`src/sv/gdsc_pkg.sv`:
```
package gdsc_pkg;

    // Largest year accepted in either direction.
    localparam int unsigned MAX_YEAR = 9999;

    // Serial of 31 December of MAX_YEAR; a larger serial is out of range.
    localparam logic [22:0] SERIAL_LIMIT = 23'(MAX_YEAR * 365 + MAX_YEAR / 4
                                               - MAX_YEAR / 100 + MAX_YEAR / 400);

    // Number of conditional-subtract stages in the serial to date divider.
    localparam int unsigned NUM_STEPS = 14;

    localparam logic [3:0] MONTH_FEB = 4'd2;
    localparam logic [3:0] MONTH_DEC = 4'd12;

    typedef struct packed {
        logic        mode;
        logic [4:0]  day_in;
        logic [3:0]  month_in;
        logic [13:0] year_in;
        logic [21:0] serial_in;
    } t_in_item;

    typedef struct packed {
        logic [21:0] serial_out;
        logic [4:0]  day_out;
        logic [3:0]  month_out;
        logic [13:0] year_out;
        logic        range_error;
    } t_out_item;

    // Item state that travels down the divider chain.
    typedef struct packed {
        logic        vld;
        logic        mode;
        logic        err;
        logic [21:0] ser;
        logic [21:0] rem;
        logic [13:0] yacc;
        logic [13:0] taken;
    } t_pipe;

    // Length of a month in a common year; zero for a code that is no month.
    function automatic logic [4:0] month_len(input logic [3:0] m);
        logic [4:0] len;
        unique case (m)
            4'd1, 4'd3, 4'd5, 4'd7, 4'd8, 4'd10, 4'd12: len = 5'd31;
            4'd4, 4'd6, 4'd9, 4'd11:                    len = 5'd30;
            4'd2:                                       len = 5'd28;
            default:                                    len = 5'd0;
        endcase
        return len;
    endfunction

    // Days in a common year before the first of month m.
    function automatic logic [8:0] cum_days(input logic [3:0] m);
        logic [8:0] c;
        unique case (m)
            4'd2:    c = 9'd31;
            4'd3:    c = 9'd59;
            4'd4:    c = 9'd90;
            4'd5:    c = 9'd120;
            4'd6:    c = 9'd151;
            4'd7:    c = 9'd181;
            4'd8:    c = 9'd212;
            4'd9:    c = 9'd243;
            4'd10:   c = 9'd273;
            4'd11:   c = 9'd304;
            4'd12:   c = 9'd334;
            default: c = 9'd0;
        endcase
        return c;
    endfunction

    // Divisor of each divider step: five for 400-year cycles, two for
    // centuries, five for 4-year cycles and two for single years.
    function automatic logic [21:0] step_div(input logic [3:0] k);
        logic [21:0] d;
        unique case (k)
            4'd0:    d = 22'd2337552;
            4'd1:    d = 22'd1168776;
            4'd2:    d = 22'd584388;
            4'd3:    d = 22'd292194;
            4'd4:    d = 22'd146097;
            4'd5:    d = 22'd73048;
            4'd6:    d = 22'd36524;
            4'd7:    d = 22'd23376;
            4'd8:    d = 22'd11688;
            4'd9:    d = 22'd5844;
            4'd10:   d = 22'd2922;
            4'd11:   d = 22'd1461;
            4'd12:   d = 22'd730;
            4'd13:   d = 22'd365;
            default: d = 22'd0;
        endcase
        return d;
    endfunction

    // Years that each divider step adds when it subtracts.
    function automatic logic [13:0] step_wt(input logic [3:0] k);
        logic [13:0] w;
        unique case (k)
            4'd0:    w = 14'd6400;
            4'd1:    w = 14'd3200;
            4'd2:    w = 14'd1600;
            4'd3:    w = 14'd800;
            4'd4:    w = 14'd400;
            4'd5:    w = 14'd200;
            4'd6:    w = 14'd100;
            4'd7:    w = 14'd64;
            4'd8:    w = 14'd32;
            4'd9:    w = 14'd16;
            4'd10:   w = 14'd8;
            4'd11:   w = 14'd4;
            4'd12:   w = 14'd2;
            4'd13:   w = 14'd1;
            default: w = 14'd0;
        endcase
        return w;
    endfunction

endpackage

```
`src/sv/gdsc_div_stage.sv`:
```
module gdsc_div_stage (
    input  logic                 i_clk,
    input  logic                 i_rst_n,
    input  logic [21:0]          i_div,
    input  logic [13:0]          i_wt,
    input  gdsc_pkg::t_pipe      i_stg,
    output gdsc_pkg::t_pipe      o_stg
);

    gdsc_pkg::t_pipe r_stg;
    gdsc_pkg::t_pipe n_stg;
    logic            w_ge;

    // One restoring step: subtract the divisor when it fits and record it.
    always_comb begin
        w_ge        = (i_stg.rem >= i_div);
        n_stg       = i_stg;
        n_stg.rem   = w_ge ? (i_stg.rem - i_div) : i_stg.rem;
        n_stg.yacc  = w_ge ? (i_stg.yacc + i_wt) : i_stg.yacc;
        n_stg.taken = {i_stg.taken[12:0], w_ge};
    end

    always_ff @(posedge i_clk) begin
        if (!i_rst_n) begin
            r_stg.vld <= 1'b0;
        end else begin
            r_stg <= n_stg;
        end
    end

    assign o_stg = r_stg;

endmodule

```
`src/sv/gregorian_date_serial_convert.sv`:
```
// A result is marked by o_done as it leaves the output register.
// Throughput: one item per cycle; busy stays low, since nothing in the pipeline waits.
// The depth is set by the fourteen conditional-subtract stages of the serial divider.
// Reset (synchronous, active low) clears every valid bit; items in flight are dropped.
// The receiver cannot stall: each result is shown for exactly one cycle.
module gregorian_date_serial_convert (
    input  logic                 i_clk,
    input  logic                 i_rst_n,
    input  logic                 start,
    input  gdsc_pkg::t_in_item   i_item,
    output logic                 busy,
    output logic                 o_done,
    output gdsc_pkg::t_out_item  o_result
);

    // The pipeline never holds an item back, so the block is never busy.
    assign busy = 1'b0;

    // Input register stage.
    logic               r_in_vld;
    gdsc_pkg::t_in_item r_in;

    always_ff @(posedge i_clk) begin
        if (!i_rst_n) begin
            r_in_vld <= 1'b0;
        end else begin
            r_in_vld <= start && !busy;
        end
    end

    always_ff @(posedge i_clk) begin
        r_in <= i_item;
    end

    // Stage 1: divide the year and the year before it by 100 with a
    // reciprocal multiply (exact for values below 43699), and range-check
    // the serial for the reverse direction.
    logic        r_s1_vld;
    logic        r_s1_mode;
    logic [4:0]  r_s1_d;
    logic [3:0]  r_s1_m;
    logic [13:0] r_s1_y;
    logic [13:0] r_s1_p;
    logic [7:0]  r_s1_pq;
    logic [7:0]  r_s1_yq;
    logic [21:0] r_s1_r0;
    logic        r_s1_serr;

    logic [13:0] w_p;
    logic [26:0] w_pm;
    logic [26:0] w_ym;

    always_comb begin
        w_p  = r_in.year_in - 14'd1;
        w_pm = 27'(w_p) * 27'd5243;
        w_ym = 27'(r_in.year_in) * 27'd5243;
    end

    always_ff @(posedge i_clk) begin
        if (!i_rst_n) begin
            r_s1_vld <= 1'b0;
        end else begin
            r_s1_vld <= r_in_vld;
        end
    end

    always_ff @(posedge i_clk) begin
        r_s1_mode <= r_in.mode;
        r_s1_d    <= r_in.day_in;
        r_s1_m    <= r_in.month_in;
        r_s1_y    <= r_in.year_in;
        r_s1_p    <= w_p;
        r_s1_pq   <= w_pm[26:19];
        r_s1_yq   <= w_ym[26:19];
        r_s1_r0   <= r_in.serial_in - 22'd1;
        r_s1_serr <= (r_in.serial_in == 22'd0) ||
                     ({1'b0, r_in.serial_in} > gdsc_pkg::SERIAL_LIMIT);
    end

    // Stage 2: leap year, date validity, and the days in all earlier years
    // as 365 * p + p / 4 - p / 100 + p / 400.
    logic        r_s2_vld;
    logic        r_s2_mode;
    logic [4:0]  r_s2_d;
    logic [3:0]  r_s2_m;
    logic        r_s2_leap;
    logic        r_s2_ok;
    logic [22:0] r_s2_base;
    logic [21:0] r_s2_r0;
    logic        r_s2_serr;

    logic [13:0] w_ymod;
    logic        w_leap;
    logic [4:0]  w_len;
    logic        w_ok;
    logic [22:0] w_base;

    always_comb begin
        w_ymod = r_s1_y - 14'(r_s1_yq) * 14'd100;
        w_leap = (r_s1_y[1:0] == 2'd0) && ((w_ymod != 14'd0) || (r_s1_yq[1:0] == 2'd0));
        w_len  = gdsc_pkg::month_len(r_s1_m) +
                 5'((r_s1_m == gdsc_pkg::MONTH_FEB) && w_leap);
        w_ok   = (r_s1_m >= 4'd1) && (r_s1_m <= gdsc_pkg::MONTH_DEC) &&
                 (r_s1_y >= 14'd1) && (r_s1_y <= 14'(gdsc_pkg::MAX_YEAR)) &&
                 (r_s1_d >= 5'd1) && (r_s1_d <= w_len);
        w_base = 23'(r_s1_p) * 23'd365 + 23'(r_s1_p >> 2)
                 - 23'(r_s1_pq) + 23'(r_s1_pq >> 2);
    end

    always_ff @(posedge i_clk) begin
        if (!i_rst_n) begin
            r_s2_vld <= 1'b0;
        end else begin
            r_s2_vld <= r_s1_vld;
        end
    end

    always_ff @(posedge i_clk) begin
        r_s2_mode <= r_s1_mode;
        r_s2_d    <= r_s1_d;
        r_s2_m    <= r_s1_m;
        r_s2_leap <= w_leap;
        r_s2_ok   <= w_ok;
        r_s2_base <= w_base;
        r_s2_r0   <= r_s1_r0;
        r_s2_serr <= r_s1_serr;
    end

    // Stage 3: finish the serial (add earlier months and the day) and load
    // the divider chain. A date whose serial does not fit 22 bits is an error.
    gdsc_pkg::t_pipe r_s3;
    gdsc_pkg::t_pipe n_s3;
    logic [22:0]     w_sum;

    always_comb begin
        w_sum = r_s2_base + 23'(gdsc_pkg::cum_days(r_s2_m))
                + 23'(r_s2_leap && (r_s2_m > gdsc_pkg::MONTH_FEB)) + 23'(r_s2_d);
        n_s3.vld   = r_s2_vld;
        n_s3.mode  = r_s2_mode;
        n_s3.err   = r_s2_mode ? r_s2_serr : (!r_s2_ok || w_sum[22]);
        n_s3.ser   = w_sum[21:0];
        n_s3.rem   = r_s2_r0;
        n_s3.yacc  = 14'd1;
        n_s3.taken = '0;
    end

    always_ff @(posedge i_clk) begin
        if (!i_rst_n) begin
            r_s3.vld <= 1'b0;
        end else begin
            r_s3 <= n_s3;
        end
    end

    // Divider chain: serial minus one is split into 400-year cycles,
    // centuries (at most three), 4-year cycles and years (at most three).
    // The year builds up as the steps subtract; the remainder left over is
    // the zero-based day of the year.
    gdsc_pkg::t_pipe w_chain [0:gdsc_pkg::NUM_STEPS];

    assign w_chain[0] = r_s3;

    for (genvar k = 0; k < gdsc_pkg::NUM_STEPS; k++) begin : g_div
        gdsc_div_stage u_stage (
            .i_clk   (i_clk),
            .i_rst_n (i_rst_n),
            .i_div   (gdsc_pkg::step_div(4'(k))),
            .i_wt    (gdsc_pkg::step_wt(4'(k))),
            .i_stg   (w_chain[k]),
            .o_stg   (w_chain[k + 1])
        );
    end

    // Leap year from the quotients: the year is divisible by 4 when the
    // last year of a 4-year cycle was reached, by 100 when that also falls
    // in the last 4-year cycle of a century, and by 400 when that century
    // is the last of its 400-year cycle.
    gdsc_pkg::t_pipe w_end;
    logic            w_div4;
    logic            w_div100;
    logic            w_div400;
    logic            w_end_leap;

    always_comb begin
        w_end      = w_chain[gdsc_pkg::NUM_STEPS];
        w_div4     = w_end.taken[1] && w_end.taken[0];
        w_div100   = w_div4 && w_end.taken[6] && w_end.taken[5] &&
                     !w_end.taken[4] && !w_end.taken[3] && !w_end.taken[2];
        w_div400   = w_div100 && w_end.taken[8] && w_end.taken[7];
        w_end_leap = w_div4 && (!w_div100 || w_div400);
    end

    // Month stage: the month is one plus the number of month starts that
    // lie at or below the day of the year.
    logic        r_m1_vld;
    logic        r_m1_mode;
    logic        r_m1_err;
    logic [21:0] r_m1_ser;
    logic [8:0]  r_m1_rem;
    logic        r_m1_leap;
    logic [13:0] r_m1_year;
    logic [3:0]  r_m1_month;

    logic [3:0]  w_cnt;
    logic [8:0]  w_thr;

    always_comb begin
        w_cnt = 4'd1;
        w_thr = '0;
        for (int k = 2; k <= 12; k++) begin
            w_thr = gdsc_pkg::cum_days(4'(k)) + 9'(w_end_leap && (k > 2));
            if (w_end.rem[8:0] >= w_thr) begin
                w_cnt = w_cnt + 4'd1;
            end
        end
    end

    always_ff @(posedge i_clk) begin
        if (!i_rst_n) begin
            r_m1_vld <= 1'b0;
        end else begin
            r_m1_vld <= w_end.vld;
        end
    end

    always_ff @(posedge i_clk) begin
        r_m1_mode  <= w_end.mode;
        r_m1_err   <= w_end.err;
        r_m1_ser   <= w_end.ser;
        r_m1_rem   <= w_end.rem[8:0];
        r_m1_leap  <= w_end_leap;
        r_m1_year  <= w_end.yacc;
        r_m1_month <= w_cnt;
    end

    // Day stage: subtract the start of the chosen month, then make it one-based.
    logic        r_m2_vld;
    logic        r_m2_mode;
    logic        r_m2_err;
    logic [21:0] r_m2_ser;
    logic [4:0]  r_m2_day;
    logic [13:0] r_m2_year;
    logic [3:0]  r_m2_month;

    logic [8:0]  w_day;

    always_comb begin
        w_day = r_m1_rem - gdsc_pkg::cum_days(r_m1_month)
                - 9'(r_m1_leap && (r_m1_month > gdsc_pkg::MONTH_FEB)) + 9'd1;
    end

    always_ff @(posedge i_clk) begin
        if (!i_rst_n) begin
            r_m2_vld <= 1'b0;
        end else begin
            r_m2_vld <= r_m1_vld;
        end
    end

    always_ff @(posedge i_clk) begin
        r_m2_mode  <= r_m1_mode;
        r_m2_err   <= r_m1_err;
        r_m2_ser   <= r_m1_ser;
        r_m2_day   <= w_day[4:0];
        r_m2_year  <= r_m1_year;
        r_m2_month <= r_m1_month;
    end

    // Output register: only the fields of the selected direction are kept,
    // and an error clears them all but the flag.
    logic                r_done;
    gdsc_pkg::t_out_item r_result;
    gdsc_pkg::t_out_item n_result;

    always_comb begin
        n_result = '0;
        if (r_m2_err) begin
            n_result.range_error = 1'b1;
        end else if (r_m2_mode) begin
            n_result.day_out   = r_m2_day;
            n_result.month_out = r_m2_month;
            n_result.year_out  = r_m2_year;
        end else begin
            n_result.serial_out = r_m2_ser;
        end
    end

    always_ff @(posedge i_clk) begin
        if (!i_rst_n) begin
            r_done <= 1'b0;
        end else begin
            r_done <= r_m2_vld;
        end
    end

    always_ff @(posedge i_clk) begin
        r_result <= n_result;
    end

    assign o_done   = r_done;
    assign o_result = r_result;

endmodule
```
`config.mk`:
```
export PLATFORM = sky130hd
export DESIGN_NAME = gregorian_date_serial_convert
export DESIGN_NICKNAME = d
export VERILOG_FILES = /design/src/sv/gdsc_pkg.sv /design/src/sv/gdsc_div_stage.sv /design/src/sv/gregorian_date_serial_convert.sv
export SDC_FILE = /design/constraint.sdc
export NUM_CORES = 2
export LEC_CHECK = 0
export ABC_AREA = 1
export ABC_CLOCK_PERIOD_IN_PS = 10500
export BUFFER_PORTS_ARGS = -buffer_cell sky130_fd_sc_hd__buf_2
export CAP_MARGIN = 10
export CORE_MARGIN = 2
export CORE_UTILIZATION = 45
export DETAILED_ROUTE_END_ITERATION = 10
export PLACE_DENSITY_LB_ADDON = 0.2
export SYNTH_ARGS = -nofsm -noshare
export SYNTH_HDL_FRONTEND = slang
export SYNTH_SLANG_ARGS = --single-unit
```
`constraint.sdc`:
```
create_clock -name i_clk -period 10.5 [get_ports i_clk]
set_clock_uncertainty 0.05 [all_clocks]
set_input_delay 1.575 -clock i_clk [delete_from_list [all_inputs] [get_ports i_clk]]
set_output_delay 1.575 -clock i_clk [all_outputs]
set_load 0.01 [all_outputs]
```
==> metrics.md <==
| Metric | Value |
|---|---|
| Placed cell area | 60200 um2 |
| Slew @ Worst Pin | between 1000 and 1500 ps |
| Max stage delay on crit path | 560 ps |
| PwrDens | between 200 and 300 nW/um2 |
| CTS Hold Buffers Added | 0 |
| Area growth syn-to-layout | 12.0% |
| Layout net count | approximately 5700 |
| Buffers on Ports | 95 |
| Leak | approximately 28 nW |
| Die area | ~130000 um2 |
| Most frequent CP cell | nand2_1 |
| CTS max path bufs | 3 |
| H-tree lvl count | 4 |
| Rel. slew slack | between 20% and 30% |
| Clock sink total | between 1000 and 1500 |
| P_int | approximately 12 mW |
| Fin. max-slew vios | 0 |
| Power Total | approximately 18 mW |
| Drt initial violations | between 1000 and 1500 |
| Initial Utilization | 45.2% |
| Hold_ws | between 200 and 300 ps |
| # diodes | 0 |
| Final setup vio count | 0 |
| Vias in the first global route | approximately 32000 |
| Final worst slack | ~2600 ps |
| Share of post-route cells with drive strength above 1 | 7.82% |
| Worst skew pair latency | 740 ps |
| Aggregate routed wire length | 86400 um |
| CTS tree | yes |
| CTS clk-pin slew, worst paths | ~60 ps |
| Post-synth EDFFs | roughly 850 |
| Post-synthesis sequential area ratio | between 50 and 60% |
| Root buffer cell | clkbuf_16 |
| Crit Path Max Fanout | 6 |
| Sw power | between 6 and 7 mW |
| Post-place setup slack | ~2600 ps |
| Final-report hold violation count | 0 |
| Detailed placement HPWL | about 63000 um |
| Vias | about 32000 |
| Post-Syn Instances | between 4000 and 5000 |
| Startpoint Class | flip-flop |
| TritonCTS buffer count | 131 |
| Yosys reg bits | approximately 1200 |
| Status | finished clean |
| Post-synthesis cell area | ~58000 um2 |
| Max Freq | between 0.1 and 0.15 GHz |
| Sw Share | 35.7% |
| Die span in y | between 300 and 400 um |
| Placed Cells | approximately 6600 |
| I/O pin total | between 90 and 100 |
| Syn_nets | 5517 |
| Cell Rows | 131 |
| MaxCap Viol Count | 0 |
| Slowest-stage cell, CP | fa_1 |
| Layout fillers | about 11000 |
| Via/cell ratio | approximately 4.7 |
| Fin crit share | roughly three quarters |
| First-pass GRT wire length | approximately 150000 um |
| Total Routing Usage GR | 13.6% |
| Drt wl/cell | about 13 um |
| Flop pwr share | between 30% and 40% |
| Residual DRC count | 0 |
| Crit path DAT | roughly 8400 ps |
| Predominant post-synthesis flop cell | edfxtp_1 |
| Pin count of the biggest net entering global routing | 182 |
| Worst Path Required | between 10000 and 15000 ps |
| GP Congestion | 0.868 |
| Worst hold path type | flip-flop to flip-flop |
| Die X-Extent | 362 um |
| Avg Inst Size Synth | between 10 and 15 um2 |
| Core area | about 130000 um2 |
| Sum Neg Setup Slack | 0 ps |
| Comb power frac | between 40% and 50% |
| # Post-CTS Setup Buffers | 0 |
| Synth cell types | 65 |
| Grt ovf | 0 |
| Critical path type | flip-flop to flip-flop |
| Final Instance Area | about 65000 um2 |
| Unrepaired setup endpoints after global routing | no |
| Crit. End Element | flip-flop |
| Core Util, Final | just over 50% |
| Post-CTS resize count | 0 |
| Synth warn | 0 |
| Clk pwr share | approximately a quarter |
| Initial antenna violation count | 3 |
| VDD IR max | about 0.22 mV |
| Iteration count of the initial detailed-routing pass | 5 |
| Final std cells w/o fill | 6804 |
| Final Critical Period | between 7000 and 8000 ps |
| ANT nets after route | 0 |
| Synth async-reset ratio | 0% |
final cells by class:
type	instances	area [um2]	share of cell area (%)
repair buffers	111	643	0.996
flip-flops and latches	1214	32900	50.9
clock buffers	178	3680	5.70
inverters	869	3260	5.06
clock inverters	58	661	1.02
multi-input cells	2712	21400	33.1
well taps	1662	2080	3.22
kinds of logic (layout without fill, tap and decap cells):
family / Yosys count / count (layout) / synth area share (%)
adders and majority gates: 643 / 643 / 16.8
other: 1 / 1 / 0.00651
AOI/OAI and AO/OA: 336 / 336 / 3.36
buffers and inverters: 899 / 1216 / 5.89
and+or+nand+nor: 1300 / 1300 / 10.4
DFF: 1214 / 1214 / 57.0
muxes: 3 / 3 / 0.0586
xor gates and xnor gates: 429 / 429 / 6.52
routing by layer:
metal | routed length (um) | GRT usage, % | vias to the layer above
li1 | - | - | 16300
met1 | 35700 | 15.2 | 14700
met2 | 45000 | 25.1 | 428
met3 | 2820 | 2.29 | 211
met4 | 2920 | 6.22 | 0
met5 | 0 | 0 | -
registers in the layout (all words and copies together) (netlist names), 8 cells and up, named ones only:
register and flops:
r_s1_p 14, r_m2_ser 22, o_result 46, r_s1_yq 8, r_s1_r0 22, r_in 46
g_div.u_stage.o_stg 822, r_m1_ser 22, r_m1_year 14, r_s2_r0 22, r_s3 47, r_s1_y 14
r_s2_base 23, r_m2_year 14, r_s1_pq 8
placed cells by master (no fill, tap or decap), drive strengths merged, types with 3 or more instances in the layout:
| cell type | Yosys | routed |
|---|---|---|
| a31oi | 11 | 11 |
| or2 | 19 | 19 |
| clkbuf | 23 | 178 |
| a21o | 4 | 4 |
| nor3 | 70 | 70 |
| fa | 216 | 216 |
| nor4 | 32 | 32 |
| clkinv | 6 | 48 |
| xor2 | 310 | 310 |
| ha | 427 | 427 |
| a2111oi | 4 | 4 |
| a41oi | 3 | 3 |
| nand3b | 5 | 5 |
| bufinv | 0 | 8 |
| buf | 7 | 111 |
| o31ai | 6 | 6 |
| o21bai | 9 | 9 |
| a21boi | 6 | 6 |
| o21ai | 93 | 93 |
| o22ai | 6 | 6 |
| and2 | 4 | 4 |
| xnor2 | 119 | 119 |
| inv | 863 | 869 |
| o211ai | 10 | 10 |
| nand2 | 585 | 585 |
| o2111ai | 5 | 5 |
| a21oi | 150 | 150 |
| a211oi | 9 | 9 |
| dfxtp | 360 | 360 |
| nand3 | 175 | 175 |
| a22oi | 4 | 4 |
| edfxtp | 854 | 854 |
| nand4 | 62 | 62 |
| nor2 | 335 | 335 |
| nor3b | 6 | 6 |
| or4 | 4 | 4 |
| mux2 | 3 | 3 |
synthesized netlist by cell type, types with 10 or more instances:
master	instances	area, um2
edfxtp_1	854	25600
inv_1	853	3200
nand2_1	543	2040
ha_1	427	5340
dfxtp_1	360	7210
nor2_1	330	1240
xor2_1	310	2720
fa_1	216	4320
nand3_1	148	741
a21oi_1	147	736
xnor2_1	119	1040
o21ai_0	89	445
nor3_1	70	350
nand4_1	62	388
nor4_1	32	200
nand2_2	25	156
clkbuf_1	23	86.3
nand3_2	18	180
nand2_4	17	191
or2_2	17	106
a31oi_1	11	68.8
o211ai_1	10	75.1
worst max-delay path, delay by kind of cell (launching register included):
family                   cells  cell delay, ps
adder cells (fa/ha/maj)     10            3060
AND/OR/NAND/NOR             23            2890
AO/OA/AOI/OAI                3             720
buffers and inverters        6             630
flip-flops                   1             360
worst paths after layout:
check	startpoint	end	slack (ps)	depth (start not counted)
max	g_div[13].u_stage.o_stg[2]	flip-flop	2640	42
min	r_s1_r0[9]	r_s2_r0[9]	270	0
max reg2reg	g_div[13].u_stage.o_stg[2]	flip-flop	2640	42
min reg2reg	r_s1_r0[9]	r_s2_r0[9]	270	0
power by group through the flow:
| stage | Clock [mW] | Sequential [mW] | Combinational, mW |
|---|---|---|---|
| after floorplan | 0 | 6.47 | 6.10 |
| after global routing | 4.85 | 6.56 | 8.75 |
| final | 4.50 | 6.48 | 7.52 |
| after global placement | 0 | 6.56 | 7.43 |
| after detailed placement | 0 | 6.58 | 7.57 |
| after CTS | 4.66 | 6.48 | 7.64 |
Power figures use the tool's default switching activity.
